## config.mk

```make
export PLATFORM = sky130hd
export DESIGN_NAME = decimal_mantissa_scale_reduce_unit
export DESIGN_NICKNAME = d
export VERILOG_FILES = /design/src/dmsr_pkg.sv /design/src/dmsr_cell.sv /design/src/decimal_mantissa_scale_reduce_unit.sv
export SDC_FILE = /design/constraint.sdc
export NUM_CORES = 2
export LEC_CHECK = 0
export ABC_AREA = 1
export BUFFER_PORTS_ARGS = -buffer_cell sky130_fd_sc_hd__buf_2
export CAP_MARGIN = 0
export CORE_MARGIN = 5
export CORE_UTILIZATION = 30
export CTS_CLUSTER_DIAMETER = 50
export CTS_CLUSTER_SIZE = 40
export DETAILED_ROUTE_END_ITERATION = 16
export PLACE_DENSITY = 0.48
export SYNTH_ARGS = -nofsm -noshare
export SYNTH_HDL_FRONTEND = slang
export SYNTH_HIERARCHICAL = 1
export SYNTH_SLANG_ARGS = --single-unit
```

## constraint.sdc

```tcl
create_clock -name clk_i -period 9.85 [get_ports clk_i]
set_clock_uncertainty 0.15 [all_clocks]
set_input_delay 0.4925 -clock clk_i [delete_from_list [all_inputs] [get_ports clk_i]]
set_output_delay 0.4925 -clock clk_i [all_outputs]
set_load 0.005 [all_outputs]
```

## src/dmsr_pkg.sv

```systemverilog
// ----------------------------------------------------------------------------
// dmsr_pkg: shared constants and types for the decimal scale reducer
// Limb geometry of the cell row and the reciprocal used for the
// divide-by-ten step inside each cell.
// ----------------------------------------------------------------------------
package dmsr_pkg;

  localparam int unsigned MantW    = 96;
  localparam int unsigned LimbW    = 12;
  localparam int unsigned NumLimbs = MantW / LimbW;
  localparam int unsigned ShiftW   = 8;
  localparam int unsigned DigitW   = 4;
  localparam int unsigned RemW     = 4;

  // 2^96 < 10^29, so after 29 divisions the quotient is zero and a 30th
  // division already yields the zero digit that every later one yields.
  localparam int unsigned MaxDiv   = 30;
  localparam int unsigned CntW     = $clog2(MaxDiv + 1);
  localparam int unsigned StepW    = $clog2(MaxDiv + NumLimbs);

  // floor(x / 10) == (x * RecipMul) >> RecipShift for every x below 2^18.
  // The cell input {rem, limb} stays below 10 * 2^LimbW.
  localparam int unsigned CellInW    = RemW + LimbW;
  localparam int unsigned RecipShift = 19;
  localparam int unsigned RecipW     = 17;
  localparam logic [RecipW-1:0] RecipMul = RecipW'(52429);
  localparam logic [DigitW-1:0] Radix    = DigitW'(10);

  typedef struct packed {
    logic load;
    logic act;
  } cell_ctl_t;

endpackage

```

## src/dmsr_cell.sv

```systemverilog
// ----------------------------------------------------------------------------
// dmsr_cell: one limb of the divide-by-ten chain
// Holds one limb of the mantissa and divides {remainder in, limb} by ten
// when enabled, passing its own remainder to the next lower cell.
// ----------------------------------------------------------------------------
module dmsr_cell
  import dmsr_pkg::*;
(
  input  logic             clk_i,
  input  cell_ctl_t        ctl_i,
  input  logic [LimbW-1:0] limb_i,
  input  logic [RemW-1:0]  rem_i,
  output logic [LimbW-1:0] limb_o,
  output logic [RemW-1:0]  rem_o
);

  logic [LimbW-1:0]                limb_q, limb_d;
  logic [RemW-1:0]                 rem_q, rem_d;
  logic [CellInW-1:0]              x;
  logic [CellInW+RecipW-1:0]       prod;
  logic [LimbW-1:0]                quo;
  logic [LimbW+DigitW-1:0]         quo_x10;

  always_comb begin
    x       = {rem_i, limb_q};
    prod    = CellInW'(x) * RecipMul;
    quo     = prod[RecipShift +: LimbW];
    quo_x10 = quo * Radix;
    limb_d  = limb_q;
    rem_d   = rem_q;
    if (ctl_i.load) begin
      limb_d = limb_i;
      rem_d  = '0;
    end else if (ctl_i.act) begin
      limb_d = quo;
      rem_d  = RemW'(x - CellInW'(quo_x10));
    end
  end

  always_ff @(posedge clk_i) begin
    limb_q <= limb_d;
    rem_q  <= rem_d;
  end

  assign limb_o = limb_q;
  assign rem_o  = rem_q;

endmodule

```

## src/decimal_mantissa_scale_reduce_unit.sv

```systemverilog
// ----------------------------------------------------------------------------
// decimal_mantissa_scale_reduce_unit: divide a 96-bit mantissa by 10^n
// Runs n' = min(n, 30) divisions per input word. A row of eight 12-bit
// cells runs them as a skewed wavefront, one division per cell per cycle,
// and the skew of the lower cells is added to the n' divisions. A new word
// is taken only once the previous result is in the output register.
// Reset: asynchronous, active low; clears control, no clearing pass.
// ----------------------------------------------------------------------------
module decimal_mantissa_scale_reduce_unit
  import dmsr_pkg::*;
(
  input  logic          clk_i,
  input  logic          rst_ni,
  input  logic          s_axis_tvalid_i,
  output logic          s_axis_tready_o,
  // [63:0] mantissa_low, [95:64] mantissa_high, [103:96] shift_digits
  input  logic [103:0]  s_axis_tdata_i,
  output logic          m_axis_tvalid_o,
  input  logic          m_axis_tready_i,
  // [63:0] quotient_low, [95:64] quotient_high, [96] dropped_nonzero,
  // [100:97] final_digit, [103:101] zero
  output logic [103:0]  m_axis_tdata_o
);

  logic                busy_q, busy_d;
  logic [StepW-1:0]    t_q, t_d;
  logic [CntW-1:0]     n_q, n_d;
  logic                bot_act_q, bot_act_d;
  logic                dropped_q, dropped_d;
  logic                out_valid_q, out_valid_d;
  logic [MantW-1:0]    out_mant_q, out_mant_d;
  logic                out_drop_q, out_drop_d;
  logic [DigitW-1:0]   out_digit_q, out_digit_d;

  logic                in_acc, out_acc, finish, drop_now;
  logic [ShiftW-1:0]   shift_in;
  logic [StepW-1:0]    t_end;
  logic [MantW-1:0]    mant_in, mant_cur;
  cell_ctl_t           ctl    [NumLimbs];
  logic [RemW-1:0]     rem_in [NumLimbs];
  logic [RemW-1:0]     rem_out[NumLimbs];

  assign mant_in  = s_axis_tdata_i[MantW-1:0];
  assign shift_in = s_axis_tdata_i[MantW +: ShiftW];
  assign in_acc   = s_axis_tvalid_i && s_axis_tready_o;
  assign out_acc  = out_valid_q && m_axis_tready_i;
  assign t_end    = StepW'(n_q) + StepW'(NumLimbs - 1);
  assign finish   = busy_q && (t_q == t_end) && (!out_valid_q || m_axis_tready_i);
  // Digit just produced by the bottom cell in the previous cycle.
  assign drop_now = bot_act_q && (rem_out[0] != '0);

  // Cell j sits NumLimbs-1-j steps below the top and runs division k at
  // step k + (NumLimbs-1-j), so the remainder it takes from above is ready.
  for (genvar j = 0; j < NumLimbs; j++) begin : g_cell
    localparam logic [StepW-1:0] Skew = StepW'(NumLimbs - 1 - j);
    assign ctl[j].load = in_acc;
    assign ctl[j].act  = busy_q && (t_q >= Skew) && (t_q < StepW'(n_q) + Skew);
    if (j == NumLimbs - 1) begin : g_top
      assign rem_in[j] = '0;
    end else begin : g_mid
      assign rem_in[j] = rem_out[j+1];
    end
    dmsr_cell u_cell (
      .clk_i  (clk_i),
      .ctl_i  (ctl[j]),
      .limb_i (mant_in[j*LimbW +: LimbW]),
      .rem_i  (rem_in[j]),
      .limb_o (mant_cur[j*LimbW +: LimbW]),
      .rem_o  (rem_out[j])
    );
  end

  always_comb begin
    busy_d      = busy_q;
    t_d         = t_q;
    n_d         = n_q;
    bot_act_d   = ctl[0].act;
    dropped_d   = dropped_q | drop_now;
    out_valid_d = out_valid_q;
    out_mant_d  = out_mant_q;
    out_drop_d  = out_drop_q;
    out_digit_d = out_digit_q;
    if (out_acc) begin
      out_valid_d = 1'b0;
    end
    if (in_acc) begin
      busy_d    = 1'b1;
      t_d       = '0;
      n_d       = (shift_in >= ShiftW'(MaxDiv)) ? CntW'(MaxDiv) : CntW'(shift_in);
      dropped_d = 1'b0;
      bot_act_d = 1'b0;
    end else if (finish) begin
      busy_d      = 1'b0;
      out_valid_d = 1'b1;
      out_mant_d  = mant_cur;
      out_drop_d  = dropped_q | drop_now;
      out_digit_d = DigitW'(rem_out[0]);
    end else if (busy_q && t_q != t_end) begin
      t_d = t_q + 1'b1;
    end
  end

  always_ff @(posedge clk_i or negedge rst_ni) begin
    if (!rst_ni) begin
      busy_q      <= 1'b0;
      t_q         <= '0;
      n_q         <= '0;
      bot_act_q   <= 1'b0;
      dropped_q   <= 1'b0;
      out_valid_q <= 1'b0;
    end else begin
      busy_q      <= busy_d;
      t_q         <= t_d;
      n_q         <= n_d;
      bot_act_q   <= bot_act_d;
      dropped_q   <= dropped_d;
      out_valid_q <= out_valid_d;
    end
  end

  always_ff @(posedge clk_i) begin
    out_mant_q  <= out_mant_d;
    out_drop_q  <= out_drop_d;
    out_digit_q <= out_digit_d;
  end

  assign s_axis_tready_o = !busy_q;
  assign m_axis_tvalid_o = out_valid_q;
  assign m_axis_tdata_o  = {3'b000, out_digit_q, out_drop_q, out_mant_q};

  a_step_bound: assert property (@(posedge clk_i) disable iff (!rst_ni)
    busy_q |-> (t_q <= t_end))
    else $error("step counter ran past the end of the wavefront");

  a_start: assert property (@(posedge clk_i) disable iff (!rst_ni)
    in_acc |=> (busy_q && t_q == '0 && !dropped_q))
    else $error("accepted word did not start a fresh run");

  a_digit_range: assert property (@(posedge clk_i) disable iff (!rst_ni)
    out_valid_q |-> (out_digit_q <= DigitW'(9)))
    else $error("final digit out of decimal range");

  a_digit_flag: assert property (@(posedge clk_i) disable iff (!rst_ni)
    (out_valid_q && out_digit_q != '0) |-> out_drop_q)
    else $error("nonzero final digit without the dropped flag");

  a_finish_once: assert property (@(posedge clk_i) disable iff (!rst_ni)
    finish |=> (!busy_q && out_valid_q))
    else $error("finished run did not land in the output register");

endmodule

```

==> Yosys cells after proc, flatten, opt, wreduce, memory -nomap -nowiden <==
Index checks and enable logic that the tools add are counted.
{ "word_totals": {"reg_bits": 244, "inputBits": 108} }
{ "op_classes": {"add_sub_neg": 16, "multipliers": 16, "n_lt_le_gt_ge": 17, "n_eq_ne": 3, "mux": 27, "bitwise_logic": 2, "reduce_logical": 38} }
{ "op_table": {"columns": ["cell", "count"], "rows": [
  ["16-bit by 16-bit multiplier with 31-bit output (second input constant)", 7],
  ["12-bit 2-to-1 mux", 16],
  ["12-bit by 3-bit multiplier with 3-bit output (second input constant)", 8],
  ["6-bit < comparator", 7],
  ["4-bit subtractor", 8],
  ["12-bit by 16-bit multiplier with 28-bit output (second input constant)", 1],
  ["5-bit by 3-bit adder with 6-bit output (second input constant)", 4],
  ["6-bit by 3-bit greater-or-equal comparator with 1-bit output (second input constant)", 4],
  ["1-bit logical AND", 22],
  ["2-bit nonzero test", 10],
  ["6-bit 2-to-1 mux", 3],
  ["5-bit by 2-bit adder with 6-bit output (second input constant)", 2],
  ["6-bit by 1-bit greater-or-equal comparator with 1-bit output (second input constant)", 2],
  ["6-bit by 2-bit greater-or-equal comparator with 1-bit output (second input constant)", 2],
  ["8-bit by 5-bit greater-or-equal comparator with 1-bit output (second input constant)", 1],
  ["1-bit 2-to-1 mux", 7],
  ["5-bit by 1-bit adder with 6-bit output (second input constant)", 1],
  ["6-bit by 1-bit adder with 6-bit output (second input constant)", 1],
  ["6-bit equality test", 1],
  ["6-bit by 5-bit < comparator with 1-bit output", 1],
  ["6-bit inequality test", 1],
  ["5-bit 2-to-1 mux", 1],
  ["2-bit AND reduction", 2],
  ["4-bit nonzero test", 1],
  ["5 further kinds", 6]
]} }

==> Logic depth before layout (Yosys ltp) <==
{ "logic_depth": {"word_depth": 6, "depth_mapped": 30, "mapped_depth_nobuf": 30} }

==> Cells and area by module <==
The synthesis kept the hierarchy.
{ "modules_own_cells": {"columns": ["mod", "instances", "cells_each", "area_each_um2", "seq_area_each_um2"], "rows": [
  ["dmsr_cell at g_cell[0].u_cell ...", 4, 660, 5586.6, 440.4],
  ["dmsr_cell at g_cell[4].u_cell", 1, 654, 5551.6, 440.4],
  ["dmsr_cell at g_cell[5].u_cell", 1, 646, 5530.3, 440.4],
  ["dmsr_cell at g_cell[6].u_cell", 1, 641, 5522.8, 440.4],
  ["dmsr_cell at g_cell[7].u_cell", 1, 635, 5491.5, 440.4],
  ["decimal_mantissa_scale_reduce_unit", 1, 411, 5226.3, 3408.3]
]} }

==> Worst setup path before layout <==
No wires, ideal clock.
{ "synth_path": {"kind": "register -> register", "start": "register g_cell[2].u_cell.limb_q[2]", "end": "register g_cell[2].u_cell.rem_q[3]", "arrival_ns": 5.712, "required_time_ns": 9.591, "setup_slack_ns": 3.879, "path_stages_with_launch": 31, "path_buffers": 0, "cell_sequence": "edfxtp_1 > ha_1 > inv_1 > fa_1 > inv_1 > fa_1 > fa_1 > fa_1 > inv_1 > fa_1 > inv_1 > ha_1 > nand2_2 > nor2_4 > inv_2 > nor3_4 > nand2_2 > nand2_2 > nand2_2 > nand2_1 > ha_1 > inv_1 > fa_1 > xor2_1 > inv_1 > nand3_2 > nand2_1 > nand2_1 > nand3_1 > nand2_1 > inv_1"} }
{ "synth_between": {"elab_chain_cells": 3} }
{ "synth_lines": {"columns": ["element", "line_no", "text"], "rows": [
  ["start, declared", "dmsr_cell.sv:17", "logic [LimbW-1:0] limb_q, limb_d;"],
  ["start signal, assigned", "dmsr_cell.sv:41", "limb_q <= limb_d;"],
  ["16-bit by 16-bit multiplier with 31-bit output", "dmsr_cell.sv:26", "prod = CellInW'(x) * RecipMul;"],
  ["12-bit by 3-bit multiplier with 3-bit output", "dmsr_cell.sv:28", "quo_x10 = quo * Radix;"],
  ["4-bit subtractor *", "dmsr_cell.sv:36", "rem_d = RemW'(x - CellInW'(quo_x10));"],
  ["end signal, assigned", "dmsr_cell.sv:42", "rem_q <= rem_d;"],
  ["end, declared", "dmsr_cell.sv:18", "logic [RemW-1:0] rem_q, rem_d;"]
]} }
Every way passes the cells marked *; elsewhere a longest branch is shown, timed or not.
A chain may end at the register's enable or synchronous reset.

==> Worst setup path in the final report <==
{ "layout_path": {"start": "register g_cell[4].u_cell.limb_q[6]", "end": "register g_cell[4].u_cell.rem_q[3]"} }
{ "layout_between": {"elab_chain_cells": 3} }
{ "layout_lines": {"columns": ["element", "line_no"], "rows": [
  ["start, declared", "dmsr_cell.sv:17"],
  ["start signal, assigned", "dmsr_cell.sv:41"],
  ["16-bit by 16-bit multiplier with 31-bit output", "dmsr_cell.sv:26"],
  ["12-bit by 3-bit multiplier with 3-bit output", "dmsr_cell.sv:28"],
  ["4-bit subtractor", "dmsr_cell.sv:36"],
  ["end signal, assigned", "dmsr_cell.sv:42"],
  ["end, declared", "dmsr_cell.sv:18"]
]} }
No other way between the ends.

==> impl_metrics.env <==
export IMPL_relSlewSlack=0.359
export IMPL_grt_pass1_wl_um=231000
export IMPL_drtPass1Iterations=6
export IMPL_clkTransAtPathRegs_ns=0.05
export IMPL_netlist_instances=5627
export IMPL_syn_avg_cell_area_um2=8.83
export IMPL_startpoint_type="flop"
export IMPL_finalSetupViolCount=0
export IMPL_yosys_area_top_type_share=0.267
export IMPL_drc=0
export IMPL_io_buffers=210
export IMPL_ios=214
export IMPL_yosys_area_share_simple=0.132
export IMPL_ys_seq_area_frac=0.140
export IMPL_slowest_stage="edfxtp_1"
export IMPL_crit_required_ns=10.29
export IMPL_synth_mux_area_frac=0
export IMPL_worstHoldEndpoint="g_cell[4].u_cell/limb_o[1]"
export IMPL_die_x_um=417
export IMPL_end_kind="flop"
export IMPL_gp_congestion=0.901
export IMPL_min_period_ns=6.45
export IMPL_timing_max_cap_violations=0
export IMPL_nNetsFinal=7790
export IMPL_dp_hpwl_um=128000
export IMPL_worstReg2RegStart="g_cell[4].u_cell/limb_o[6]"
export IMPL_ys_types=56
export IMPL_worst_slew_pin_slew_ns=0.957
export IMPL_holdCritPathClass="in -> reg"
export IMPL_root_buffer="clkbuf_16"
export IMPL_die_h_um=417
export IMPL_htree_levels=2
export IMPL_dieArea_um2=174000
export IMPL_min_from="s_axis_tdata_i[49]"
export IMPL_hold_viol_final=0
export IMPL_synth_area_leaders="ha_1 (27%), fa_1 (26%), edfxtp_1 (12%)"
export IMPL_cts_resized=0
export IMPL_cts_tree="built"
export IMPL_post_cts_buffers=0
export IMPL_vias_per_cell=4.52
export IMPL_fin_tns_setup_ns=0
export IMPL_yosys_register_bits=244
export IMPL_status="finished clean"
export IMPL_hold_depth=3
export IMPL_track_usage=0.170
export IMPL_path_max_fanout=6
export IMPL_worstSetupPathType="reg -> reg"
export IMPL_grt_max_degree=57
export IMPL_vias=37100
export IMPL_core_area_um2=165000
export IMPL_cpPeakStageDelay_ns=0.59
export IMPL_yosys_warnings=6
export IMPL_critPathTopFamily="adder cells"
export IMPL_path_common_cell="inv_1"
export IMPL_finalCritPeriodShare=0.654
export IMPL_worstRegToRegCells=30
export IMPL_synth_xor_area_share=0.0190
export IMPL_initial_utilization=0.301
export IMPL_rsz0062_at_grt="false"
export IMPL_drive_gt1_frac=0.0735
export IMPL_clockBufferDepth=3
export IMPL_crit_buf_inv=8
export IMPL_rows=149
export IMPL_antenna_left=0
export IMPL_grt_pass1_vias=40300
export IMPL_area_delta_synth_final_pct=13.4
export IMPL_rr_endpoint="g_cell[4].u_cell/rem_o[3]"
export IMPL_synth_top_family_by_area="adder cells"
export IMPL_drtIter0Drc=1752
export IMPL_grt_ovfl_total=0
export IMPL_cts_buffers=59
export IMPL_ys_flop_type="edfxtp_1"
export IMPL_fmax_ghz=0.155
export IMPL_cts_sinks=244
export IMPL_synth_largest_area_cell="ha_1"
export IMPL_synth_edf_count=197
export IMPL_ys_async_sr_fraction=0.0615
export IMPL_synth_compound_area_share=0.0649
export IMPL_cp_arrival_ns=6.89
export IMPL_final_max_slew_viol_count=0
export IMPL_syn_area_um2=49700
export IMPL_antenna_found_initial=12
export IMPL_yosys_area_share_adder=0.528
export IMPL_drt_total_wl_um=145000
export IMPL_clk_latency_ns=0.70
export IMPL_reg2reg_setup_slack_ns=3.40
export IMPL_wl_per_cell_um=17.7
[per-stage QoR]
| stage | utilization | area (um2) | std cells | hold slack [ns] | setup slack (ns) |
|---|---|---|---|---|---|
| 4_1_cts | 0.342 | 56300 | 8216 | 0.00798 | 3.36 |
| 3_3_place_gp | 0.324 | 53400 | 8023 | 0.298 | 3.39 |
| 6_report | 0.342 | 56300 | 8220 | 0.0611 | 3.40 |
| 2_1_floorplan | - | 49800 | 5650 | 0.0469 | 3.88 |
| 3_5_place_dp | 0.324 | 53400 | 8023 | 0.301 | 3.42 |
| 5_1_grt | 0.342 | 56300 | 8217 | 0.0454 | 2.94 |
[worst reg2reg max path, delay by kind of cell, from the launching register on]
kind	cells	cell delay, ns
flops	1	0.59
fa+ha+maj	9	3.80
simple gates	12	1.12
buf+inv	8	0.45
xor+xnor	1	0.26
[cells in the final DEF, fill, tap and decap left out, types with 9 or more instances in the layout]
master and count:
clkbuf_16 59, dlygate4sd3_1 81, xnor2_1 27, nand3b_1 17, a21oi_1 263, o21ai_0 138, nand4_1 23, dfxtp_1 32
buf_2 210, dfrtp_1 15, inv_1 1471, o211ai_1 15, conb_1 24, a31oi_1 24, o21ai_1 21, o21bai_1 37
edfxtp_1 197, a21o_1 38, inv_8 13, nor2_1 284, ha_1 1058, nand2_1 801, a21oi_2 9, xor2_1 81
nor3_1 40, fa_1 648, nand2_2 45, nand3_2 22, nand3_1 190, inv_6 9, or2_1 19
[cell type report]
| cell class | count | area [um2] |
|---|---|---|
| diodes | 4 | 10.0 |
| clock inverters | 47 | 607 |
| well taps | 2189 | 2740 |
| clock buffers | 65 | 1520 |
| flip-flops and latches | 244 | 6930 |
| fillers | 17300 | 108000 |
| inverters | 1481 | 5570 |
| repair buffers | 296 | 1900 |
| multi-input cells | 3894 | 37000 |
[cells by family (layout without fill, tap and decap cells)]
group / Yosys count / count (layout)
xor+xnor: 108 / 108
fa+ha+maj: 1706 / 1706
simple gates: 1484 / 1484
compound gates: 572 / 572
buf+inv: 1512 / 1889
flops: 244 / 244
other cells: 1 / 28
[Yosys cell counts (5+ instances only)]
cell         n
xnor2_1     27
o211ai_1    15
or2_2        8
nand3b_1    17
nand3_1    190
nand3_2     22
o21bai_1    37
or2_1       19
nor2_4       7
ha_1      1058
inv_1     1472
o31ai_1      6
nand4_1     23
nor2_1     284
clkbuf_1    10
a21oi_2      9
buf_2        7
dfrtp_1     15
inv_2        8
o21ai_1     21
xor2_1      81
fa_1       648
nor4_1       7
dfxtp_1     32
nand2_2     45
nand2_1    801
a21o_1      38
a21oi_1    263
buf_4        6
o311ai_0     5
buf_6        7
edfxtp_1   197
nor3_4       6
nor3_1      40
o21ai_0    138
a31oi_1     24
a21boi_1     7
[state kept, by name, summed over array words and instances, names as in the netlist]
name,flops
dropped_q,1
m_axis_tvalid_o,1
g_cell.u_cell/rem_o,32
out_mant_q,96
n_q,5
g_cell.u_cell/limb_o,96
bot_act_q,1
out_digit_q,4
out_drop_q,1
busy_q,1
t_q,6
[timing repair]
item / 4_1_cts / 5_1_grt
hold buffers: 81 / 0
endpoints found under the setup margin: 0 / 0
hold endpoints to repair: 95 / 0
[per-layer routing]
metal	part of all wire	track usage	wire length, um	vias to the layer above
met2	0.49	0.298	70900	606
met5	0.00038	0	55	-
met3	0.038	0.0229	5500	195
met4	0.032	0.0511	4620	8
li1	-	-	-	18400
met1	0.44	0.218	64200	17900
[worst max path at each step]
stage / endpoint / startpoint / cells past startpoint / slack (ns)
finish: g_cell[4].u_cell/rem_o[3] / g_cell[4].u_cell/limb_o[6] / 30 / 3.40
CTS: g_cell[4].u_cell/rem_o[3] / g_cell[4].u_cell/limb_o[6] / 30 / 3.36
detailed placement: g_cell[4].u_cell/rem_o[3] / g_cell[4].u_cell/limb_o[6] / 30 / 3.42
global route: g_cell[2].u_cell/rem_o[3] / g_cell[2].u_cell/limb_o[2] / 30 / 2.94
floorplan: g_cell[2].u_cell/rem_o[3] / g_cell[2].u_cell/limb_o[2] / 30 / 3.88
global placement: g_cell[4].u_cell/rem_o[3] / g_cell[4].u_cell/limb_o[6] / 30 / 3.39
Power is left out: the tool's default activity adds up to more than one toggle a clock period on the data nets, which glitch-free logic cannot reach.
